### config.mk
export PLATFORM = sky130hd
export DESIGN_NAME = connection_table_aging
export DESIGN_NICKNAME = d
export VERILOG_FILES = /design/src/rtl/core/cta_pkg.sv /design/src/rtl/core/cta_ctrl.sv /design/src/rtl/core/cta_datapath.sv /design/src/rtl/core/connection_table_aging.sv
export SDC_FILE = /design/constraint.sdc
export NUM_CORES = 2
export LEC_CHECK = 0
export BUFFER_PORTS_ARGS = -buffer_cell sky130_fd_sc_hd__buf_2
export CELL_PAD_IN_SITES_DETAIL_PLACEMENT = 1
export CELL_PAD_IN_SITES_GLOBAL_PLACEMENT = 1
export CORE_MARGIN = 2
export CORE_UTILIZATION = 25
export DETAILED_ROUTE_END_ITERATION = 16
export GPL_ROUTABILITY_DRIVEN = 1
export GPL_TIMING_DRIVEN = 1
export PLACE_DENSITY = 0.44
export SLEW_MARGIN = 20
export SYNTH_ARGS = -nofsm -noshare
export SYNTH_HDL_FRONTEND = slang
export SYNTH_HIERARCHICAL = 1
export SYNTH_SLANG_ARGS = --single-unit
### constraint.sdc
create_clock -name clock -period 29.5 [get_ports clock]
set_input_delay 2.95 -clock clock [delete_from_list [all_inputs] [get_ports clock]]
set_output_delay 2.95 -clock clock [all_outputs]
set_load 0.005 [all_outputs]
### src/rtl/core/cta_pkg.sv
// Package for the connection table with aging.
// Holds the item types, function codes, controller state and command/status structs.
// No dependencies; imported by every module of the block.
package cta_pkg;

   // Function codes of an input item.
   localparam logic FUNC_SEEN  = 1'b0;
   localparam logic FUNC_SWEEP = 1'b1;

   localparam int ADDR_W       = 48;
   localparam int TIME_W       = 32;
   localparam int SLOT_W       = 4;
   localparam int COUNT_OUT_W  = 5;
   localparam int RESULT_LIMIT = 16;
   localparam int REMOVED_W    = $clog2(RESULT_LIMIT + 1);

   localparam logic [TIME_W-1:0] EXPIRY_RESET = 32'd1000;

   typedef struct packed {
      logic              func;
      logic [ADDR_W-1:0] address;
      logic [TIME_W-1:0] now;
   } req_item_type;

   typedef struct packed {
      logic                   is_new;
      logic                   table_full;
      logic [SLOT_W-1:0]      slot;
      logic                   expired_valid;
      logic [ADDR_W-1:0]      expired_address;
      logic                   last;
      logic [COUNT_OUT_W-1:0] entry_count;
   } rsp_item_type;

   typedef enum logic [1:0] {
      CTA_IDLE,
      CTA_SEEN,
      CTA_SWEEP,
      CTA_FINISH
   } state_type;

   // Commands from the controller to the datapath.
   typedef struct packed {
      logic capture;
      logic do_seen;
      logic sweep_step;
      logic sweep_finish;
   } cmd_type;

   // Status from the datapath to the controller.
   typedef struct packed {
      logic func;
      logic out_free;
      logic expire;
      logic pend_valid;
      logic idx_last;
      logic removed_last;
   } status_type;

endpackage

### src/rtl/core/cta_ctrl.sv
// Controller state machine of the connection table.
// Depends on cta_pkg for the state enum and the command/status structs.
module cta_ctrl (
   input  logic                clock,
   input  logic                reset,
   input  logic                req_valid,
   output logic                req_stall,
   input  cta_pkg::status_type status,
   output cta_pkg::cmd_type    cmd
);
   import cta_pkg::*;

   state_type state_ff;
   state_type state_in;

   always_ff @(posedge clock) begin
      if (reset) begin
         state_ff <= CTA_IDLE;
      end else begin
         state_ff <= state_in;
      end
   end

   // A sweep step may not run when it would push a held removal into a busy output.
   logic step_ok;
   assign step_ok = !(status.expire && status.pend_valid && !status.out_free);

   always_comb begin
      state_in = state_ff;
      case (state_ff)
         CTA_IDLE: begin
            if (req_valid) begin
               state_in = (status.func == FUNC_SWEEP) ? CTA_SWEEP : CTA_SEEN;
            end
         end
         CTA_SEEN: begin
            if (status.out_free) begin
               state_in = CTA_IDLE;
            end
         end
         CTA_SWEEP: begin
            if (step_ok && (status.idx_last || (status.expire && status.removed_last))) begin
               state_in = CTA_FINISH;
            end
         end
         CTA_FINISH: begin
            if (status.out_free) begin
               state_in = CTA_IDLE;
            end
         end
         default: begin
            state_in = CTA_IDLE;
         end
      endcase
   end

   always_comb begin
      cmd       = '0;
      req_stall = 1'b1;
      case (state_ff)
         CTA_IDLE: begin
            req_stall   = 1'b0;
            cmd.capture = req_valid;
         end
         CTA_SEEN: begin
            cmd.do_seen = status.out_free;
         end
         CTA_SWEEP: begin
            cmd.sweep_step = step_ok;
         end
         CTA_FINISH: begin
            cmd.sweep_finish = status.out_free;
         end
         default: begin
            req_stall = 1'b1;
         end
      endcase
   end

endmodule

### src/rtl/core/cta_datapath.sv
// Datapath of the connection table: entry store, parallel lookup, sweep walker,
// held removal and output register. Depends on cta_pkg.
module cta_datapath #(
   parameter int TABLE_ENTRIES = 16
) (
   input  logic                  clock,
   input  logic                  reset,
   input  cta_pkg::req_item_type req_item,
   output logic                  rsp_valid,
   input  logic                  rsp_stall,
   output cta_pkg::rsp_item_type rsp_item,
   input  logic                  csr_wr_en,
   input  logic [31:0]           csr_wr_data,
   input  cta_pkg::cmd_type      cmd,
   output cta_pkg::status_type   status
);
   import cta_pkg::*;

   localparam int IDX_W = $clog2(TABLE_ENTRIES);
   localparam int CNT_W = $clog2(TABLE_ENTRIES + 1);

   logic                entry_valid_ff     [TABLE_ENTRIES];
   logic [ADDR_W-1:0]   entry_address_ff   [TABLE_ENTRIES];
   logic [TIME_W-1:0]   entry_last_seen_ff [TABLE_ENTRIES];
   logic [CNT_W-1:0]    count_ff;
   logic [TIME_W-1:0]   expiry_ff;
   req_item_type        req_ff;
   logic [IDX_W-1:0]    idx_ff;
   logic [REMOVED_W-1:0] removed_ff;
   logic                pend_valid_ff;
   logic [IDX_W-1:0]    pend_slot_ff;
   logic [ADDR_W-1:0]   pend_addr_ff;
   logic [CNT_W-1:0]    pend_count_ff;
   logic                rsp_valid_ff;
   rsp_item_type        rsp_item_ff;
   rsp_item_type        rsp_item_in;
   logic                rsp_load;

   // Parallel match and lowest free slot.
   logic             hit_any;
   logic [IDX_W-1:0] hit_idx;
   logic             free_any;
   logic [IDX_W-1:0] free_idx;

   always_comb begin
      hit_any  = 1'b0;
      hit_idx  = '0;
      free_any = 1'b0;
      free_idx = '0;
      for (int i = TABLE_ENTRIES - 1; i >= 0; i--) begin
         if (entry_valid_ff[i] && (entry_address_ff[i] == req_ff.address)) begin
            hit_any = 1'b1;
            hit_idx = IDX_W'(i);
         end
         if (!entry_valid_ff[i]) begin
            free_any = 1'b1;
            free_idx = IDX_W'(i);
         end
      end
   end

   // Sweep evaluation of the entry under the walker.
   logic [TIME_W-1:0] age;
   logic              expire;
   assign age    = req_ff.now - entry_last_seen_ff[idx_ff];
   assign expire = entry_valid_ff[idx_ff] && (age > expiry_ff);

   logic out_free;
   assign out_free = !rsp_valid_ff || !rsp_stall;

   assign status.func         = req_item.func;
   assign status.out_free     = out_free;
   assign status.expire       = expire;
   assign status.pend_valid   = pend_valid_ff;
   assign status.idx_last     = (idx_ff == IDX_W'(TABLE_ENTRIES - 1));
   assign status.removed_last = (removed_ff == REMOVED_W'(RESULT_LIMIT - 1));

   always_comb begin
      rsp_item_in = '0;
      rsp_load    = 1'b0;
      if (cmd.do_seen) begin
         rsp_load               = 1'b1;
         rsp_item_in.is_new     = !hit_any;
         rsp_item_in.table_full = !hit_any && !free_any;
         rsp_item_in.last       = 1'b1;
         if (hit_any) begin
            rsp_item_in.slot        = SLOT_W'(hit_idx);
            rsp_item_in.entry_count = COUNT_OUT_W'(count_ff);
         end else if (free_any) begin
            rsp_item_in.slot        = SLOT_W'(free_idx);
            rsp_item_in.entry_count = COUNT_OUT_W'(count_ff + CNT_W'(1));
         end else begin
            rsp_item_in.entry_count = COUNT_OUT_W'(count_ff);
         end
      end else if (cmd.sweep_step && expire && pend_valid_ff) begin
         rsp_load                    = 1'b1;
         rsp_item_in.slot            = SLOT_W'(pend_slot_ff);
         rsp_item_in.expired_valid   = 1'b1;
         rsp_item_in.expired_address = pend_addr_ff;
         rsp_item_in.entry_count     = COUNT_OUT_W'(pend_count_ff);
      end else if (cmd.sweep_finish) begin
         rsp_load         = 1'b1;
         rsp_item_in.last = 1'b1;
         if (pend_valid_ff) begin
            rsp_item_in.slot            = SLOT_W'(pend_slot_ff);
            rsp_item_in.expired_valid   = 1'b1;
            rsp_item_in.expired_address = pend_addr_ff;
            rsp_item_in.entry_count     = COUNT_OUT_W'(pend_count_ff);
         end else begin
            rsp_item_in.entry_count = COUNT_OUT_W'(count_ff);
         end
      end
   end

   // Control state with reset.
   always_ff @(posedge clock) begin
      if (reset) begin
         for (int i = 0; i < TABLE_ENTRIES; i++) begin
            entry_valid_ff[i] <= 1'b0;
         end
         count_ff      <= '0;
         expiry_ff     <= EXPIRY_RESET;
         pend_valid_ff <= 1'b0;
         rsp_valid_ff  <= 1'b0;
      end else begin
         if (csr_wr_en) begin
            expiry_ff <= csr_wr_data;
         end
         if (rsp_load) begin
            rsp_valid_ff <= 1'b1;
         end else if (!rsp_stall) begin
            rsp_valid_ff <= 1'b0;
         end
         if (cmd.capture) begin
            pend_valid_ff <= 1'b0;
         end
         if (cmd.do_seen && !hit_any && free_any) begin
            entry_valid_ff[free_idx] <= 1'b1;
            count_ff                 <= count_ff + CNT_W'(1);
         end
         if (cmd.sweep_step && expire) begin
            entry_valid_ff[idx_ff] <= 1'b0;
            count_ff               <= count_ff - CNT_W'(1);
            pend_valid_ff          <= 1'b1;
         end
      end
   end

   // Payload registers without reset.
   always_ff @(posedge clock) begin
      if (cmd.capture) begin
         req_ff     <= req_item;
         idx_ff     <= '0;
         removed_ff <= '0;
      end
      if (rsp_load) begin
         rsp_item_ff <= rsp_item_in;
      end
      if (cmd.do_seen) begin
         if (hit_any) begin
            entry_last_seen_ff[hit_idx] <= req_ff.now;
         end else if (free_any) begin
            entry_address_ff[free_idx]   <= req_ff.address;
            entry_last_seen_ff[free_idx] <= req_ff.now;
         end
      end
      if (cmd.sweep_step) begin
         idx_ff <= idx_ff + IDX_W'(1);
         if (expire) begin
            removed_ff    <= removed_ff + REMOVED_W'(1);
            pend_slot_ff  <= idx_ff;
            pend_addr_ff  <= entry_address_ff[idx_ff];
            pend_count_ff <= count_ff - CNT_W'(1);
         end
      end
   end

   assign rsp_valid = rsp_valid_ff;
   assign rsp_item  = rsp_item_ff;

endmodule

### src/rtl/core/connection_table_aging.sv
// Top level of the connection table with aging.
// Instantiates cta_ctrl and cta_datapath; types come from cta_pkg.
//
// Channel | Direction | Handshake           | Payload
// req     | in        | req_valid/req_stall | cta_pkg::req_item_type
// rsp     | out       | rsp_valid/rsp_stall | cta_pkg::rsp_item_type
// csr     | in        | csr_wr_en           | csr_wr_data (expiry_ticks)
//
// A seen item is accepted and registered in the idle state; the parallel match over
// all entries and the table update follow once the output is free and load it.
// In a sweep the walker visits one entry a cycle unless a held removal waits on a busy
// output, as the age subtract and compare unit is shared across the entries.
// Reset is synchronous and clears every valid bit, the count and the expiry setting
// to 1000 at once; no clearing pass follows.
// A stall on rsp holds the result in the output register; the block then waits
// before loading the next result, and req_stall stays high until the item is done.
module connection_table_aging #(
   parameter int TABLE_ENTRIES = 16
) (
   input  logic                  clock,
   input  logic                  reset,
   input  logic                  req_valid,
   output logic                  req_stall,
   input  cta_pkg::req_item_type req_item,
   output logic                  rsp_valid,
   input  logic                  rsp_stall,
   output cta_pkg::rsp_item_type rsp_item,
   input  logic                  csr_wr_en,
   input  logic [31:0]           csr_wr_data
);
   import cta_pkg::*;

   // The controller only sequences; all storage and arithmetic live in the datapath.
   cmd_type    cmd;
   status_type status;

   cta_ctrl u_ctrl (
      .clock     (clock),
      .reset     (reset),
      .req_valid (req_valid),
      .req_stall (req_stall),
      .status    (status),
      .cmd       (cmd)
   );

   // The datapath holds one removal back during a sweep so that the final one can
   // carry the last marker without looking ahead.
   cta_datapath #(
      .TABLE_ENTRIES (TABLE_ENTRIES)
   ) u_datapath (
      .clock       (clock),
      .reset       (reset),
      .req_item    (req_item),
      .rsp_valid   (rsp_valid),
      .rsp_stall   (rsp_stall),
      .rsp_item    (rsp_item),
      .csr_wr_en   (csr_wr_en),
      .csr_wr_data (csr_wr_data),
      .cmd         (cmd),
      .status      (status)
   );

endmodule

==> summary.md <==
| Metric | Value |
|---|---|
| Final hold vios | 0 |
| Count of pins over their slew limit | 0 |
| Power share of the combinational group | 0.160 |
| Pint | 4.11 mW |
| Grt met2 use | 0.327 |
| Synthesized area | 72,300 um^2 |
| Post-synth cell types | 83 |
| CP max FO | 40 |
| Fraction of registers with async set or reset after synthesis | 0 |
| Sw Share | 0.282 |
| Post-route ant nets | 0 |
| Initial DRC count | 5,103 |
| Synth-to-layout area growth | 16.5% |
| Cells after Synth | 4,526 |
| Seq cells post-synth | 1,548 |
| Die X | 542 um |
| Core Rows | 197 |
| Critical path launch point type | flop |
| Fin crit share | 0.371 |
| CP max stage cell | buf_4 |
| Reg2Reg Depth | 29 |
| Die area | 294,000 um^2 |
| Critical path type | reg -> reg |
| First-pass GRT wire length | 421 mm |
| Sequential Power Share | 0.437 |
| # setup viols final | 0 |
| Max Cap Viol | 0 |
| Htree depth | 4 |
| Core area | 288,000 um^2 |
| CTS tree | built |
| Synthesized net count | 4,717 |
| VDD IR max | 0.0429 mV |
| Final net count | 4,988 |
| Max Clock Skew | 0.0988 ns |
| Routability cong. | 0.939 |
| Non-Filler Instances | 8,738 |
| Total Routed Length | 314 mm |
| IO buf count | 180 |
| I/O pin count | 181 |
| Worst Path Arrival | 11.43 ns |
| Clock Latency Late Sink | 0.92 ns |
| Clock power frac | 0.403 |
| Area post-placement | 78,200 um^2 |
| Main flop type after synthesis | edfxtp_1 |
| Hpwl dp | 225 mm |
| Static Leak | 26.2 nW |
| Fin area | 84,200 um^2 |
| DR pass1 iterations | 6 |
| YS warnings | 6 |
| Clk slew on worst S/H paths | 0.06 ns |
| Fillers | 30,100 |
| Cells after DPL | 8,389 |
| Drt via density | 5.12 |
| Final setup TNS | 0 ns |
| Total grt overflow | 0 |
| Slew HR | 0.194 |
| Layout cell share with drive strength beyond 1 | 0.211 |
| Starting Density | 0.251 |
| GR peak layer | met2 |
| P_sw | 1.62 mW |
| Die H | 542 um |
| Req. time, crit path | 29.98 ns |
| Period minus WS final | 10.96 ns |
| Storage cell area | 45,800 um^2 |
| Peak Freq | 91.3 MHz |
| Postcts setup bufs | 0 |
| Post-cts resize count | 0 |
| Number of antenna violations at the first check in global routing | 50 |
| Crit path depth | 29 |
| Pin count of the biggest net entering global routing | 104 |
| Hold depth | 2 |
| Unrepaired setup endpoints after global routing | no |
| Hold Path Class | reg -> reg |
| Post-synthesis sequential area ratio | 0.634 |
| Status | finished, final reports clean |
| Worst Path Buf+Inv | 5 |
| Crit-path max cell delay | 0.79 ns |
| Clock tree buffer depth | 4 |
| Area of the multi-input gates | 25,300 um^2 |
| Mapped Avg Cell Area | 16.0 um^2 |
| CP delay by family, top | simple AND/OR/NAND/NOR gates |
| # DRC | 0 |
| Routing usage on met1 | 0.304 |
| Crit. End Element | flop |
| Post-synth EDFFs | 1,482 |
| PwrDens | 68.0 nW/um^2 |
| Vias in the first global route | 45,100 |
| Met3 Usage GRT | 0.0313 |
| Root Driver | clkbuf_16 |
| Drt wl/cell | 36.0 um |
| Routed vias | 44,800 |
| CTS Sinks | 1,548 |
| Worst-Margin Slew | 1.20 ns |
| Post-CTS Hold Buffers | 0 |
| TritonCTS Buffers | 187 |
| GRT Total Usage | 0.211 |
==> state kept, by name, indices dropped and copies added, names as in the netlist, named ones only <==
register and count:
u_datapath/req_ff 80, u_datapath/entry_last_seen_ff 512, u_datapath/pend_slot_ff 4, u_datapath/removed_ff 5, u_datapath/pend_valid_ff 1, u_datapath/rsp_valid 1, u_datapath/expiry_ff 32, u_datapath/pend_addr_ff 48
u_datapath/idx_ff 4, u_datapath/pend_count_ff 5, u_ctrl/state_ff 2, u_datapath/entry_valid_ff 16, u_datapath/count_ff 5, u_datapath/entry_address_ff 768, u_datapath/rsp_item 61
==> placed cells by master, fill, tap and decap left out, types with 24 or more instances in the layout <==
cell / synthesis / final
nor2_1: 112 / 97
nand4_1: 219 / 219
edfxtp_1: 1482 / 1482
o21ai_0: 56 / 56
nor4_1: 147 / 143
a21oi_1: 60 / 60
xnor2_1: 448 / 448
nor2b_1: 25 / 25
and3_1: 60 / 60
nor3_1: 72 / 59
buf_4: 7 / 123
mux4_2: 405 / 405
nand2_1: 126 / 125
xor2_1: 291 / 291
dfxtp_1: 66 / 62
clkinv_2: 0 / 28
buf_2: 93 / 179
ha_1: 72 / 72
inv_1: 135 / 133
clkbuf_16: 0 / 190
nand3_1: 86 / 86
clkinv_1: 0 / 34
clkbuf_1: 87 / 42
mux2i_1: 27 / 27
or4_1: 24 / 24
nand2b_1: 127 / 127
a21o_1: 27 / 27
==> worst paths after layout <==
kind                                    startpoint                                    end  slack, ns
setup reg to reg                              flop  u_datapath/rsp_item[53]$_SDFFCE_PP0P_      18.54
hold reg to reg   u_datapath/removed_ff[4]$_DFF_P_       u_datapath/removed_ff[4]$_DFF_P_       0.46
setup / recovery                              flop  u_datapath/rsp_item[53]$_SDFFCE_PP0P_      18.54
hold / removal    u_datapath/removed_ff[4]$_DFF_P_       u_datapath/removed_ff[4]$_DFF_P_       0.46
==> cells in the mapped netlist, types with 72 or more instances <==
library cell	instances	area, um^2
nand2b_1	127	795
ha_1	72	901
nand4_1	219	1370
buf_2	93	465
nor4_1	147	920
mux4_2	405	9120
xnor2_1	448	3920
nand2_1	126	473
edfxtp_1	1482	44500
inv_1	135	507
nor2_1	112	420
xor2_1	291	2550
nand3_1	86	430
nor3_1	72	360
clkbuf_1	87	327
==> power groups by stage <==
stage,Combinational (mW),Sequential (mW),Clock (mW)
CTS,0.924,2.50,2.37
floorplan,0.533,2.53,0
global placement,0.918,2.55,0
global route,0.971,2.51,2.45
finish,0.917,2.50,2.31
detailed placement,0.920,2.55,0
==> final cells by class <==
type / count / share of cell area
Multi-Input combinational cell: 2620 / 0.300
Clock buffer: 236 / 0.0590
Clock inverter: 104 / 0.0124
Inverter: 135 / 0.00604
Antenna cell: 9 / 0.000267
Sequential cell: 1548 / 0.544
Timing Repair Buffer: 305 / 0.0223
Tap cell: 3781 / 0.0562
==> logic make-up (layout without fill, tap and decap cells) <==
family	after synthesis	after routing	share of synthesized area
AO/OA/AOI/OAI	284	284	0.0269
XOR/XNOR	739	739	0.0895
adder cells (fa/ha/maj)	73	73	0.0127
buffers and inverters	358	780	0.0208
flip-flops	1548	1548	0.634
multiplexers	432	432	0.130
other	0	9	0
AND/OR/NAND/NOR	1092	1092	0.0865
==> per-stage QoR <==
step	setup WS, ns	power, mW	utilization	hold WS (ns)
global placement	18.66	3.47	0.272	0.445
global route	17.23	5.93	0.293	0.464
CTS	18.25	5.80	0.293	0.436
detailed placement	18.31	3.47	0.272	0.453
floorplan	19.72	3.06	-	0.435
finish	18.54	5.73	0.293	0.463
==> worst min-delay path, delay by kind of cell (launching register included) <==
kind,cells,cell delay [ns]
muxes,1,0.05
DFF,1,0.31
and+or+nand+nor,1,0.06
==> layer usage <==
metal / share of wire / wire, um / vias up
met5: 0.00056 / 177 / -
li1: - / - / 18400
met3: 0.058 / 18400 / 364
met2: 0.45 / 143000 / 1582
met4: 0.028 / 8720 / 26
met1: 0.46 / 144000 / 24400
Power figures use the tool's default switching activity.
